### config.mk
export PLATFORM = sky130hd
export DESIGN_NAME = alarm_table_matcher
export DESIGN_NICKNAME = d
export VERILOG_FILES = /design/src/atm_pkg.sv /design/src/atm_ctrl.sv /design/src/atm_datapath.sv /design/src/alarm_table_matcher.sv
export SDC_FILE = /design/constraint.sdc
export NUM_CORES = 1
export LEC_CHECK = 0
export BUFFER_PORTS_ARGS = -buffer_cell sky130_fd_sc_hd__buf_4
export CAP_MARGIN = 20
export CORE_MARGIN = 2
export CORE_UTILIZATION = 45
export DETAILED_ROUTE_END_ITERATION = 10
export PLACE_DENSITY = 0.67
export SYNTH_ARGS = -nofsm -noshare
export SYNTH_HDL_FRONTEND = slang
export SYNTH_SLANG_ARGS = --single-unit
### constraint.sdc
create_clock -name clk -period 14.6 [get_ports clk]
set_input_delay 0 -clock clk [delete_from_list [all_inputs] [get_ports clk]]
set_output_delay 0 -clock clk [all_outputs]
set_load 0.01 [all_outputs]
### src/atm_pkg.sv
// Shared types and codes of the alarm table matcher.
`timescale 1ns / 1ps

package atm_pkg;

  localparam logic [2:0] MODE_ADD     = 3'd0;
  localparam logic [2:0] MODE_DEL     = 3'd1;
  localparam logic [2:0] MODE_CLEAR   = 3'd2;
  localparam logic [2:0] MODE_CHECK   = 3'd3;
  localparam logic [2:0] MODE_READ    = 3'd4;

  localparam logic [1:0] ST_OK        = 2'd0;
  localparam logic [1:0] ST_FULL      = 2'd1;
  localparam logic [1:0] ST_MISSING   = 2'd2;

  localparam logic [1:0] REP_ONCE     = 2'd0;
  localparam logic [1:0] REP_DAILY    = 2'd1;
  localparam logic [1:0] REP_WEEKLY   = 2'd2;

  localparam int unsigned CNT_OUT_W   = 5;

  typedef struct packed {
    logic [15:0] id;
    logic [11:0] year;
    logic [3:0]  month;
    logic [4:0]  day;
    logic [2:0]  wday;
    logic [4:0]  hour;
    logic [5:0]  minute;
    logic [1:0]  rep;
  } entry_t;

  typedef struct packed {
    logic [2:0]  mode;
    logic [11:0] year;
    logic [3:0]  month;
    logic [4:0]  day;
    logic [2:0]  wday;
    logic [4:0]  hour;
    logic [5:0]  minute;
    logic [1:0]  rep;
    logic [15:0] target_id;
    logic [3:0]  index;
  } req_t;

  typedef enum logic [1:0] {
    RD_TOP   = 2'd0,
    RD_INDEX = 2'd1,
    RD_DOWN  = 2'd2,
    RD_UP    = 2'd3
  } rd_sel_t;

  typedef enum logic {
    WR_APPEND = 1'b0,
    WR_SHIFT  = 1'b1
  } wr_sel_t;

  typedef enum logic [1:0] {
    CNT_HOLD = 2'd0,
    CNT_INC  = 2'd1,
    CNT_DEC  = 2'd2,
    CNT_CLR  = 2'd3
  } cnt_op_t;

  typedef enum logic [2:0] {
    RK_NONE = 3'd0,
    RK_NEW  = 3'd1,
    RK_HIT  = 3'd2,
    RK_GONE = 3'd3,
    RK_FULL = 3'd4,
    RK_MISS = 3'd5
  } res_kind_t;

  typedef struct packed {
    logic      load_req;
    logic      rd_en;
    rd_sel_t   rd_sel;
    logic      wr_en;
    wr_sel_t   wr_sel;
    cnt_op_t   cnt_op;
    logic      id_inc;
    logic      res_en;
    res_kind_t res_kind;
    logic      out_load;
  } ctl_cmd_t;

  typedef struct packed {
    logic [2:0] mode;
    logic       full;
    logic       empty;
    logic       idx_ok;
    logic       hit;
    logic       at_bottom;
    logic       more_above;
    logic       out_free;
  } ctl_sts_t;

endpackage

### src/atm_ctrl.sv
// Controller state machine of the alarm table matcher.
`timescale 1ns / 1ps

module atm_ctrl (
  input  logic               clk,
  input  logic               rst_n,
  input  logic               in_valid,
  output logic               in_stall,
  input  atm_pkg::ctl_sts_t  sts,
  output atm_pkg::ctl_cmd_t  cmd
);

  typedef enum logic [5:0] {
    S_IDLE  = 6'b000001,
    S_EXEC  = 6'b000010,
    S_SCAN  = 6'b000100,
    S_FETCH = 6'b001000,
    S_SHIFT = 6'b010000,
    S_RESP  = 6'b100000
  } state_t;

  state_t state_r;
  state_t state_nxt;

  assign in_stall = (state_r != S_IDLE);

  always_comb begin
    cmd       = '0;
    state_nxt = state_r;
    unique case (state_r)
      S_IDLE: begin
        if (in_valid) begin
          cmd.load_req = 1'b1;
          state_nxt    = S_EXEC;
        end
      end
      S_EXEC: begin
        state_nxt = S_RESP;
        unique case (sts.mode)
          atm_pkg::MODE_ADD: begin
            cmd.res_en = 1'b1;
            if (sts.full) begin
              cmd.res_kind = atm_pkg::RK_FULL;
            end else begin
              cmd.wr_en    = 1'b1;
              cmd.wr_sel   = atm_pkg::WR_APPEND;
              cmd.cnt_op   = atm_pkg::CNT_INC;
              cmd.id_inc   = 1'b1;
              cmd.res_kind = atm_pkg::RK_NEW;
            end
          end
          atm_pkg::MODE_DEL, atm_pkg::MODE_CHECK: begin
            if (sts.empty) begin
              cmd.res_en   = 1'b1;
              cmd.res_kind = (sts.mode == atm_pkg::MODE_DEL) ? atm_pkg::RK_MISS
                                                              : atm_pkg::RK_NONE;
            end else begin
              cmd.rd_en  = 1'b1;
              cmd.rd_sel = atm_pkg::RD_TOP;
              state_nxt  = S_SCAN;
            end
          end
          atm_pkg::MODE_CLEAR: begin
            cmd.cnt_op   = atm_pkg::CNT_CLR;
            cmd.res_en   = 1'b1;
            cmd.res_kind = atm_pkg::RK_NONE;
          end
          atm_pkg::MODE_READ: begin
            if (sts.idx_ok) begin
              cmd.rd_en  = 1'b1;
              cmd.rd_sel = atm_pkg::RD_INDEX;
              state_nxt  = S_FETCH;
            end else begin
              cmd.res_en   = 1'b1;
              cmd.res_kind = atm_pkg::RK_MISS;
            end
          end
          default: begin
            cmd.res_en   = 1'b1;
            cmd.res_kind = atm_pkg::RK_MISS;
          end
        endcase
      end
      S_FETCH: begin
        cmd.res_en   = 1'b1;
        cmd.res_kind = atm_pkg::RK_HIT;
        state_nxt    = S_RESP;
      end
      S_SCAN: begin
        if (sts.hit) begin
          cmd.res_en = 1'b1;
          if (sts.mode == atm_pkg::MODE_DEL) begin
            cmd.res_kind = atm_pkg::RK_GONE;
            if (sts.more_above) begin
              cmd.rd_en  = 1'b1;
              cmd.rd_sel = atm_pkg::RD_UP;
              state_nxt  = S_SHIFT;
            end else begin
              cmd.cnt_op = atm_pkg::CNT_DEC;
              state_nxt  = S_RESP;
            end
          end else begin
            cmd.res_kind = atm_pkg::RK_HIT;
            state_nxt    = S_RESP;
          end
        end else if (sts.at_bottom) begin
          cmd.res_en   = 1'b1;
          cmd.res_kind = (sts.mode == atm_pkg::MODE_DEL) ? atm_pkg::RK_MISS
                                                          : atm_pkg::RK_NONE;
          state_nxt    = S_RESP;
        end else begin
          cmd.rd_en  = 1'b1;
          cmd.rd_sel = atm_pkg::RD_DOWN;
        end
      end
      S_SHIFT: begin
        cmd.wr_en  = 1'b1;
        cmd.wr_sel = atm_pkg::WR_SHIFT;
        if (sts.more_above) begin
          cmd.rd_en  = 1'b1;
          cmd.rd_sel = atm_pkg::RD_UP;
        end else begin
          cmd.cnt_op = atm_pkg::CNT_DEC;
          state_nxt  = S_RESP;
        end
      end
      S_RESP: begin
        if (sts.out_free) begin
          cmd.out_load = 1'b1;
          state_nxt    = S_IDLE;
        end
      end
      default: begin
        state_nxt = S_IDLE;
      end
    endcase
  end

  always_ff @(posedge clk) begin
    if (!rst_n) begin
      state_r <= S_IDLE;
    end else begin
      state_r <= state_nxt;
    end
  end

endmodule

### src/atm_datapath.sv
// Datapath of the alarm table matcher: request latch, entry memory, counters, result.
`timescale 1ns / 1ps

module atm_datapath #(
  parameter int unsigned TABLE_DEPTH = 16
) (
  input  logic                               clk,
  input  logic                               rst_n,
  input  atm_pkg::req_t                      req,
  input  atm_pkg::ctl_cmd_t                  cmd,
  output atm_pkg::ctl_sts_t                  sts,
  input  logic                               out_stall,
  output logic                               out_valid,
  output logic [1:0]                         out_status,
  output logic                               out_matched,
  output atm_pkg::entry_t                    out_entry,
  output logic [atm_pkg::CNT_OUT_W-1:0]      out_count
);

  localparam int unsigned AW = $clog2(TABLE_DEPTH);
  localparam int unsigned CW = $clog2(TABLE_DEPTH + 1);
  localparam int unsigned IW = (CW > 4) ? CW : 4;

  atm_pkg::req_t   req_r;
  atm_pkg::entry_t mem [TABLE_DEPTH];
  atm_pkg::entry_t rdata_r;
  logic [AW-1:0]   rd_addr_r;
  logic [AW-1:0]   rd_addr;
  logic [AW-1:0]   wr_addr;
  atm_pkg::entry_t wr_data;
  atm_pkg::entry_t new_entry;
  logic [CW-1:0]   count_r;
  logic [CW-1:0]   count_nxt;
  logic [15:0]     id_r;
  logic [1:0]      res_status_r;
  logic            res_matched_r;
  atm_pkg::entry_t res_entry_r;
  logic            out_valid_r;
  logic [1:0]      out_status_r;
  logic            out_matched_r;
  atm_pkg::entry_t out_entry_r;
  logic [atm_pkg::CNT_OUT_W-1:0] out_count_r;
  logic            hm;
  logic            slot_match;

  always_ff @(posedge clk) begin
    if (cmd.load_req) begin
      req_r <= req;
    end
  end

  always_comb begin
    new_entry.id     = id_r + 16'd1;
    new_entry.year   = req_r.year;
    new_entry.month  = req_r.month;
    new_entry.day    = req_r.day;
    new_entry.wday   = req_r.wday;
    new_entry.hour   = req_r.hour;
    new_entry.minute = req_r.minute;
    new_entry.rep    = req_r.rep;
  end

  always_comb begin
    unique case (cmd.rd_sel)
      atm_pkg::RD_TOP:   rd_addr = AW'(count_r - CW'(1));
      atm_pkg::RD_INDEX: rd_addr = AW'(IW'(count_r) - IW'(req_r.index) - IW'(1));
      atm_pkg::RD_DOWN:  rd_addr = rd_addr_r - AW'(1);
      atm_pkg::RD_UP:    rd_addr = rd_addr_r + AW'(1);
      default:           rd_addr = rd_addr_r;
    endcase
  end

  always_comb begin
    unique case (cmd.wr_sel)
      atm_pkg::WR_APPEND: begin
        wr_addr = AW'(count_r);
        wr_data = new_entry;
      end
      atm_pkg::WR_SHIFT: begin
        wr_addr = rd_addr_r - AW'(1);
        wr_data = rdata_r;
      end
      default: begin
        wr_addr = rd_addr_r;
        wr_data = rdata_r;
      end
    endcase
  end

  always_ff @(posedge clk) begin
    if (cmd.wr_en) begin
      mem[wr_addr] <= wr_data;
    end
  end

  always_ff @(posedge clk) begin
    if (cmd.rd_en) begin
      rdata_r   <= mem[rd_addr];
      rd_addr_r <= rd_addr;
    end
  end

  always_comb begin
    unique case (cmd.cnt_op)
      atm_pkg::CNT_HOLD: count_nxt = count_r;
      atm_pkg::CNT_INC:  count_nxt = count_r + CW'(1);
      atm_pkg::CNT_DEC:  count_nxt = count_r - CW'(1);
      atm_pkg::CNT_CLR:  count_nxt = '0;
      default:           count_nxt = count_r;
    endcase
  end

  always_ff @(posedge clk) begin
    if (!rst_n) begin
      count_r <= '0;
      id_r    <= '0;
    end else begin
      count_r <= count_nxt;
      if (cmd.id_inc) begin
        id_r <= id_r + 16'd1;
      end
    end
  end

  always_comb begin
    hm = (rdata_r.hour == req_r.hour) && (rdata_r.minute == req_r.minute);
    unique case (rdata_r.rep)
      atm_pkg::REP_ONCE:   slot_match = hm && (rdata_r.year == req_r.year)
                                        && (rdata_r.month == req_r.month)
                                        && (rdata_r.day == req_r.day);
      atm_pkg::REP_DAILY:  slot_match = hm;
      atm_pkg::REP_WEEKLY: slot_match = hm && (rdata_r.wday == req_r.wday);
      default:             slot_match = 1'b0;
    endcase
  end

  always_comb begin
    sts.mode       = req_r.mode;
    sts.full       = (count_r == CW'(TABLE_DEPTH));
    sts.empty      = (count_r == '0);
    sts.idx_ok     = (IW'(req_r.index) < IW'(count_r));
    sts.hit        = (req_r.mode == atm_pkg::MODE_DEL) ? (rdata_r.id == req_r.target_id)
                                                       : slot_match;
    sts.at_bottom  = (rd_addr_r == '0);
    sts.more_above = ((CW'(rd_addr_r) + CW'(1)) < count_r);
    sts.out_free   = !out_valid_r || !out_stall;
  end

  always_ff @(posedge clk) begin
    if (cmd.res_en) begin
      unique case (cmd.res_kind)
        atm_pkg::RK_NEW: begin
          res_status_r  <= atm_pkg::ST_OK;
          res_matched_r <= 1'b0;
          res_entry_r   <= new_entry;
        end
        atm_pkg::RK_HIT: begin
          res_status_r  <= atm_pkg::ST_OK;
          res_matched_r <= 1'b1;
          res_entry_r   <= rdata_r;
        end
        atm_pkg::RK_GONE: begin
          res_status_r  <= atm_pkg::ST_OK;
          res_matched_r <= 1'b0;
          res_entry_r   <= rdata_r;
        end
        atm_pkg::RK_FULL: begin
          res_status_r  <= atm_pkg::ST_FULL;
          res_matched_r <= 1'b0;
          res_entry_r   <= '0;
        end
        atm_pkg::RK_MISS: begin
          res_status_r  <= atm_pkg::ST_MISSING;
          res_matched_r <= 1'b0;
          res_entry_r   <= '0;
        end
        default: begin
          res_status_r  <= atm_pkg::ST_OK;
          res_matched_r <= 1'b0;
          res_entry_r   <= '0;
        end
      endcase
    end
  end

  always_ff @(posedge clk) begin
    if (!rst_n) begin
      out_valid_r <= 1'b0;
    end else if (cmd.out_load) begin
      out_valid_r <= 1'b1;
    end else if (!out_stall) begin
      out_valid_r <= 1'b0;
    end
  end

  always_ff @(posedge clk) begin
    if (cmd.out_load) begin
      out_status_r  <= res_status_r;
      out_matched_r <= res_matched_r;
      out_entry_r   <= res_entry_r;
      out_count_r   <= atm_pkg::CNT_OUT_W'(count_r);
    end
  end

  assign out_valid   = out_valid_r;
  assign out_status  = out_status_r;
  assign out_matched = out_matched_r;
  assign out_entry   = out_entry_r;
  assign out_count   = out_count_r;

endmodule

### src/alarm_table_matcher.sv
// Top level of the alarm table matcher.
//
//   channel  direction  handshake             payload
//   in_      input      in_valid / in_stall   mode, date, time, repeat kind, id, index
//   out_     output     out_valid / out_stall status, matched, entry fields, count
//
// Add, delete all and unknown modes read no entry: the result is registered, then moved
// to the output register. Check walks the entry memory one entry per cycle through its
// registered read port, newest entry first; read fetches only the entry at its index.
// Delete by id scans, then compacts one entry per cycle.
// Reset empties the table and clears the id counter; memory contents are not cleared.
// in_stall is high while a request is at work; a stalled result holds in the
// output register, and the next result waits for it to be taken.
`timescale 1ns / 1ps

module alarm_table_matcher #(
  parameter int unsigned TABLE_DEPTH = 16
) (
  input  logic        clk,
  input  logic        rst_n,
  input  logic        in_valid,
  output logic        in_stall,
  input  logic [2:0]  in_mode,
  input  logic [11:0] in_year,
  input  logic [3:0]  in_month,
  input  logic [4:0]  in_day,
  input  logic [2:0]  in_weekday,
  input  logic [4:0]  in_hour,
  input  logic [5:0]  in_minute,
  input  logic [1:0]  in_repeat_kind,
  input  logic [15:0] in_target_id,
  input  logic [3:0]  in_entry_index,
  output logic        out_valid,
  input  logic        out_stall,
  output logic [1:0]  out_status,
  output logic        out_matched,
  output logic [15:0] out_entry_id,
  output logic [11:0] out_entry_year,
  output logic [3:0]  out_entry_month,
  output logic [4:0]  out_entry_day,
  output logic [2:0]  out_entry_weekday,
  output logic [4:0]  out_entry_hour,
  output logic [5:0]  out_entry_minute,
  output logic [1:0]  out_entry_repeat,
  output logic [4:0]  out_entry_count
);

  atm_pkg::req_t     req;
  atm_pkg::ctl_cmd_t cmd;
  atm_pkg::ctl_sts_t sts;
  atm_pkg::entry_t   out_entry;

  always_comb begin
    req.mode      = in_mode;
    req.year      = in_year;
    req.month     = in_month;
    req.day       = in_day;
    req.wday      = in_weekday;
    req.hour      = in_hour;
    req.minute    = in_minute;
    req.rep       = in_repeat_kind;
    req.target_id = in_target_id;
    req.index     = in_entry_index;
  end

  atm_ctrl u_ctrl (
    .clk      (clk),
    .rst_n    (rst_n),
    .in_valid (in_valid),
    .in_stall (in_stall),
    .sts      (sts),
    .cmd      (cmd)
  );

  atm_datapath #(
    .TABLE_DEPTH (TABLE_DEPTH)
  ) u_datapath (
    .clk         (clk),
    .rst_n       (rst_n),
    .req         (req),
    .cmd         (cmd),
    .sts         (sts),
    .out_stall   (out_stall),
    .out_valid   (out_valid),
    .out_status  (out_status),
    .out_matched (out_matched),
    .out_entry   (out_entry),
    .out_count   (out_entry_count)
  );

  assign out_entry_id      = out_entry.id;
  assign out_entry_year    = out_entry.year;
  assign out_entry_month   = out_entry.month;
  assign out_entry_day     = out_entry.day;
  assign out_entry_weekday = out_entry.wday;
  assign out_entry_hour    = out_entry.hour;
  assign out_entry_minute  = out_entry.minute;
  assign out_entry_repeat  = out_entry.rep;

endmodule
==> results of run 1 <==
cells in the mapped netlist, types with 4 or more instances:
| cell | n |
|---|---|
| nand2b_1 | 4 |
| nand2_1 | 162 |
| nor3_1 | 11 |
| inv_1 | 12 |
| nor4_1 | 13 |
| a21o_1 | 5 |
| edfxtp_1 | 1082 |
| o21ai_0 | 182 |
| mux2_2 | 52 |
| a31oi_1 | 4 |
| nand3_1 | 172 |
| nand4_1 | 4 |
| nand3b_1 | 5 |
| a21oi_1 | 28 |
| o22ai_1 | 107 |
| xor2_1 | 57 |
| o21a_1 | 4 |
| buf_2 | 33 |
| mux2i_1 | 213 |
| xnor2_1 | 33 |
| clkbuf_1 | 147 |
| a211oi_1 | 161 |
| buf_1 | 10 |
| dfxtp_1 | 28 |
| ha_1 | 15 |
| a2111oi_0 | 53 |
| nor2_1 | 71 |
| and3_1 | 17 |
| or3b_1 | 53 |
| a21boi_0 | 4 |
| and2_1 | 19 |
| a22o_1 | 42 |
| nor2b_1 | 4 |
layer usage:
metal,share of wire [%],vias to the layer above
met2,47,1560
met1,40,13600
met4,2.9,0
met3,10,216
li1,-,11660
met5,0,-
through the flow:
| step | worst slack (ns) | power [W] | util (%) | hold WS, ns |
|---|---|---|---|---|
| floorplan | 9.847 | 0.003632 | - | 0.09887 |
| global placement | 8.574 | 0.003684 | 47.81 | 0.1803 |
| detailed placement | 8.461 | 0.003689 | 47.85 | 0.1793 |
| CTS | 8.415 | 0.006532 | 52.26 | 0.006564 |
| global route | 8.156 | 0.006670 | 52.42 | 0.01403 |
| finish | 8.276 | 0.006501 | 52.42 | 0.02988 |
cell type report:
class	count	area (sq um)
Clock buffer	131	2873
Multi-Input combinational cell	1545	10990
Sequential cell	1110	33050
Tap cell	1287	1610
Fill cell	7806	46760
Timing Repair Buffer	245	2125
Inverter	13	51.30
Clock inverter	70	815.8
repair_timing:
| item | 4_1_cts | 5_1_grt |
|---|---|---|
| buffers inserted | 0 | 0 |
| endpoints found under the hold margin | 105 | 0 |
| hold buffers | 65 | 0 |
worst register-to-register path: cells and delay by family (launching register included):
kind | cells | cell delay, ns
AO/OA/AOI/OAI | 4 | 1.17
XOR/XNOR | 1 | 0.24
buffers and inverters | 4 | 2.16
flip-flops | 1 | 0.42
AND/OR/NAND/NOR | 4 | 2.17
final timing paths:
path	end	slack [ns]	cells past startpoint
worst max-delay path	u_datapath.rdata_r[52]	8.28	13
worst min-delay path	u_datapath.new_entry[12]	0.03	2
worst max register to register	u_datapath.rdata_r[52]	8.28	13
worst min register to register	u_datapath.out_entry[9]	0.42	0
sequential cells by signal (all words and copies together), names as in the netlist, 2 cells and up:
name                     flops
u_datapath.req_r            20
u_datapath.rdata_r          53
u_datapath.out_count         5
u_datapath.count_r           5
u_datapath.new_entry        37
u_datapath.id_r             16
u_ctrl.state_r               6
u_datapath.mem             848
u_datapath.rd_addr_r         4
u_datapath.out_status        2
u_datapath.res_entry_r      53
u_datapath.out_entry        53
u_datapath.res_status_r      2
u_datapath.sts               3
power groups by stage:
| stage | Combinational (W) | Sequential, W | Clock (W) |
|---|---|---|---|
| 2_1_floorplan | 0.0000533 | 0.00358 | 0 |
| 3_3_place_gp | 0.0000991 | 0.00358 | 0 |
| 3_5_place_dp | 0.000104 | 0.00359 | 0 |
| 4_1_cts | 0.000119 | 0.00352 | 0.00290 |
| 5_1_grt | 0.000128 | 0.00352 | 0.00302 |
| 6_report | 0.000119 | 0.00352 | 0.00286 |
cell families (layout without fill, tap and decap cells):
logic type                 Yosys count  after routing  share of synthesized area (%)
AOI/OAI and AO/OA                  620            620                          9.372
xor gates and xnor gates            90             90                          1.767
adders and majority gates           16             16                         0.4656
buffers and inverters              205            459                          1.851
DFF                               1110           1110                          74.10
muxes                              266            266                          6.118
and+or+nand+nor                    553            553                          6.328
==> results.sh, run 1 <==
export IMPL_antenna_found_initial=2
export IMPL_io_pins=127
export IMPL_timing_final_hold_violations=0
export IMPL_powerDensity_nw_per_um2=126.2
export IMPL_met1_usage_pct=32.23
export IMPL_fin_crit_sh_pct=43.32
export IMPL_drtIter0Drc=3641
export IMPL_start_util_pct=45.39
export IMPL_final_nets=3103
export IMPL_ys_seq_area_share_pct=74.10
export IMPL_instances_no_fill=4401
export IMPL_worstMarginPinSlew_ns=1.253
export IMPL_yosys_warnings=0
export IMPL_reg2reg_from="u_datapath.new_entry[12]"
export IMPL_die_w_um=318.8
export IMPL_p_comb_share_pct=1.8
export IMPL_cap_violations=0
export IMPL_die_h_um=318.8
export IMPL_final_area_sq_um=51520
export IMPL_vias_per_cell=6.142
export IMPL_placed_area_sq_um=47020
export IMPL_drive_gt1_share_pct=14.07
export IMPL_firstDrtPassIters=6
export IMPL_core_area_sq_um=98280
export IMPL_switchingPower_w=0.001286
export IMPL_numCtsBuffers=108
export IMPL_rsz0062_at_grt="no"
export IMPL_synth_area_leaders="edfxtp_1 (73%), mux2i_1 (4.8%), a211oi_1 (2.7%)"
export IMPL_seq_power_share_pct=54.1
export IMPL_p_clk_share_pct=44.0
export IMPL_synth_edf_count=1082
export IMPL_final_cell_mix="edfxtp_1 (1082), mux2i_1 (213), o21ai_0 (182), buf_4 (172), nand3_1 (171)"
export IMPL_clock_latency_ns=0.71
export IMPL_globalRouteTotalUtil_pct=23.29
export IMPL_status="complete, no violations"
export IMPL_vias=27030
export IMPL_synthFlopType="edfxtp_1"
export IMPL_setup_viol_count_final=0
export IMPL_final_common_cell="edfxtp_1"
export IMPL_clockBufferDepth=3
export IMPL_die_area_sq_um=101700
export IMPL_avgSynthCellArea_sq_um=15.60
export IMPL_critPathRequiredTime_ns=15.13
export IMPL_numPortBuffers=126
export IMPL_syn_to_final_growth_pct=15.50
export IMPL_path_cells="xor2_1 -> nor4_1 -> nand3_1 -> o211ai_2 -> a21oi_1 -> a221oi_4 -> buf_4 -> inv_4 -> buf_4 -> nor2_4 -> buf_4 -> a2111oi_0 -> or3b_1"
export IMPL_hp_class="input pin to register"
export IMPL_holdCritStartpoint="in_hour[4]"
export IMPL_syn_area_sq_um=44610
export IMPL_rows=115
export IMPL_gp_congestion=0.8708
export IMPL_htree_levels=3
export IMPL_grt_overflow_total=0
export IMPL_ys_ff_latch=1110
export IMPL_skew_ns=0.06027
export IMPL_cts_resized=0
export IMPL_leakage_nw=16.44
export IMPL_synthCells=2860
export IMPL_synth_distinct_cells=70
export IMPL_crit_arrival_ns=6.85
export IMPL_antenna_cells=0
export IMPL_internal_power_w=0.005215
export IMPL_cp_end_kind="register"
export IMPL_avgRoutedWirePerCell_um=27.39
export IMPL_grt_pass1_vias=26720
export IMPL_yosysTopAreaCell="edfxtp_1"
export IMPL_grt_max_degree=160
export IMPL_synth_nets=2940
export IMPL_grtUsageMet3_pct=3.906
export IMPL_numPlacedInstances=4123
export IMPL_grt_busiest_layer="met2"
export IMPL_relSlewSlack_pct=16.43
export IMPL_synth_top_area_share_pct=72.84
export IMPL_grtUsageMet2_pct=37.49
export IMPL_slew_viol_final=0
export IMPL_cts_tree="built"
export IMPL_detail_route_antenna_nets=0
export IMPL_swShare_pct=19.78
export IMPL_dp_hpwl_um=61000
export IMPL_wirelength_um=120500
export IMPL_grt_first_pass_wirelength_um=175300
export IMPL_async_reset_ff_share_pct=0
export IMPL_crit_start="u_datapath.new_entry[12]"
export IMPL_crit_path_max_incr_delay_ns=0.81
export IMPL_drc=0
export IMPL_cts_root_buf="clkbuf_16"
export IMPL_cp_slowest_cell="nor2_4"
export IMPL_period_needed_ns=6.324
export IMPL_cts_sinks=1110
export IMPL_fmax_mhz=158.1
export IMPL_clkTransAtPathRegs_ns=0.06
export IMPL_cpMostUsedCell="buf_4"
export IMPL_crit_path_max_fanout=64
export IMPL_vdd_drop_max_mv=0.1025
export IMPL_start_kind="register"
export IMPL_path_delay_family="buffers and inverters"
export IMPL_crit_type="register to register"
export IMPL_cp_num_buf_inv=4
export IMPL_tns_ns=0
No activity file was read; power rests on OpenSTA's default activity.
==> run 2: changes to the inputs <==
clock period = 6.05 ns   (was 14.6 ns; I/O delays follow)
==> results.sh, run 2 (synthesis gave the netlist of run 1 again) <==
export IMPL_hp_class="input pin to register"
export IMPL_drc=0
export IMPL_timing_final_hold_violations=0
export IMPL_powerDensity_nw_per_um2=298.1
export IMPL_die_w_um=318.8
export IMPL_finalPower_w=0.01536
export IMPL_grtUsageMet3_pct=4.668
export IMPL_grt_first_pass_wirelength_um=170300
export IMPL_period_needed_ns=5.310
export IMPL_wirelength_um=116300
export IMPL_clkTransAtPathRegs_ns=0.07
export IMPL_numPortBuffers=126
export IMPL_die_area_sq_um=101700
export IMPL_cts_tree="built"
export IMPL_worstMarginPinSlew_ns=1.103
export IMPL_avgRoutedWirePerCell_um=26.33
export IMPL_instances_no_fill=4415
export IMPL_antenna_found_initial=3
export IMPL_clock_latency_ns=0.69
export IMPL_clockBufferDepth=3
export IMPL_grtUsageMet2_pct=35.54
export IMPL_crit_path_max_incr_delay_ns=0.69
export IMPL_syn_to_final_growth_pct=15.55
export IMPL_cap_violations=0
export IMPL_htree_levels=3
export IMPL_start_kind="register"
export IMPL_pre_cts_slack_ns=0.8876
export IMPL_die_h_um=318.8
export IMPL_core_area_sq_um=98280
export IMPL_slew_viol_final=0
export IMPL_crit_type="register to register"
export IMPL_top_register="u_datapath.mem"
export IMPL_firstDrtPassIters=5
export IMPL_dp_hpwl_um=61520
export IMPL_drtIter0Drc=3521
export IMPL_vdd_drop_max_mv=0.2267
export IMPL_grt_pass1_vias=26400
export IMPL_placed_area_sq_um=47360
export IMPL_vias_per_cell=6.091
export IMPL_setup_viol_count_final=0
export IMPL_cts_root_buf="clkbuf_16"
export IMPL_status="complete, no violations"
export IMPL_detail_route_antenna_nets=0
export IMPL_layout_setup_ws_ns=0.7399
export IMPL_fin_crit_sh_pct=87.77
export IMPL_final_common_cell="edfxtp_1"
export IMPL_antenna_cells=0
export IMPL_gp_congestion=0.8748
export IMPL_tns_ns=0
export IMPL_globalRouteTotalUtil_pct=22.40
export IMPL_cp_slowest_cell="a2111oi_0"
export IMPL_drive_gt1_share_pct=14.19
export IMPL_cpMostUsedCell="ha_1"
export IMPL_worstRegToRegCells=13
export IMPL_final_nets=3118
export IMPL_met1_usage_pct=31.07
export IMPL_leakage_nw=16.51
export IMPL_io_pins=127
export IMPL_vias=26890
export IMPL_critPathRequiredTime_ns=6.48
export IMPL_cp_end_kind="register"
export IMPL_grt_max_degree=160
export IMPL_fmax_mhz=188.3
export IMPL_start_util_pct=45.39
export IMPL_r2r_slack_ns=0.74
export IMPL_grt_busiest_layer="met2"
export IMPL_rows=115
export IMPL_path_cells="inv_1 -> ha_1 -> ha_1 -> nand2_1 -> o21ai_1 -> a31oi_1 -> a21oi_1 -> a31oi_4 -> nand2_8 -> buf_12 -> mux2_2 -> a2111oi_0 -> or3b_1"
export IMPL_skew_ns=0.02331
export IMPL_grt_overflow_total=0
export IMPL_numPlacedInstances=4140
export IMPL_relSlewSlack_pct=26.45
export IMPL_crit_path_max_fanout=43
export IMPL_final_area_sq_um=51540
export IMPL_hold_path_depth=2
export IMPL_rsz0062_at_grt="no"
export IMPL_numCtsBuffers=110
export IMPL_final_cell_mix="edfxtp_1 (1082), mux2i_1 (213), o21ai_0 (182), nand3_1 (171), buf_4 (170)"
export IMPL_largest_reg_flops=848
export IMPL_cts_sinks=1110
export IMPL_crit_arrival_ns=5.74
## run 2: metrics by stage
step / utilization [%] / hold WS (ns)
after floorplan: - / 0.09887
after global placement: 48.19 / 0.1790
after detailed placement: 48.19 / 0.1795
after CTS: 52.39 / 0.002466
after global routing: 52.45 / 0.01683
final: 52.45 / 0.03260
## run 2: power by group
part	switching [W]	internal [W]
Clock	0.00283	0.00376
Sequential	0.0000414	0.00846
Combinational	0.000178	0.0000973
Total	0.00305	0.0123
## run 2: repair_timing
action,4_1_cts,5_1_grt
endpoints found under the hold margin,114,0
hold buffers,65,0
buffers inserted,0,0
resized for setup,0,0
## run 2: critical path: cells and delay by family, from the launching register on
| family | cells | cell delay, ns |
|---|---|---|
| compound gates | 5 | 1.92 |
| fa+ha+maj | 2 | 0.77 |
| buf+inv | 2 | 0.48 |
| flops | 1 | 0.57 |
| mux | 1 | 0.38 |
| simple gates | 3 | 0.92 |
## run 2: final cells by class
type                       instances  area, sq um
multi-input combinational       1545        10970
tap                             1287         1610
clock buffer                     138         2932
inverter                          13        48.80
fill                            7838        46730
timing repair buffer             258         2387
clock inverter                    64        540.5
sequential                      1110        33050
## run 2: final timing paths
kind                         startpoint                        to
max             u_datapath.rd_addr_r[0]    u_datapath.rdata_r[11]
min                        in_minute[2]   u_datapath.new_entry[4]
max reg2reg     u_datapath.rd_addr_r[0]    u_datapath.rdata_r[11]
min reg2reg  u_datapath.res_entry_r[51]  u_datapath.out_entry[51]
## run 2: per-layer routing
| layer | up-vias | share of wire, % | wire length [um] |
|---|---|---|---|
| li1 | 11670 | - | - |
| met1 | 13470 | 40 | 46920 |
| met2 | 1510 | 47 | 54070 |
| met3 | 235 | 10 | 11960 |
| met4 | 2 | 2.8 | 3300 |
| met5 | - | 0.011 | 13 |
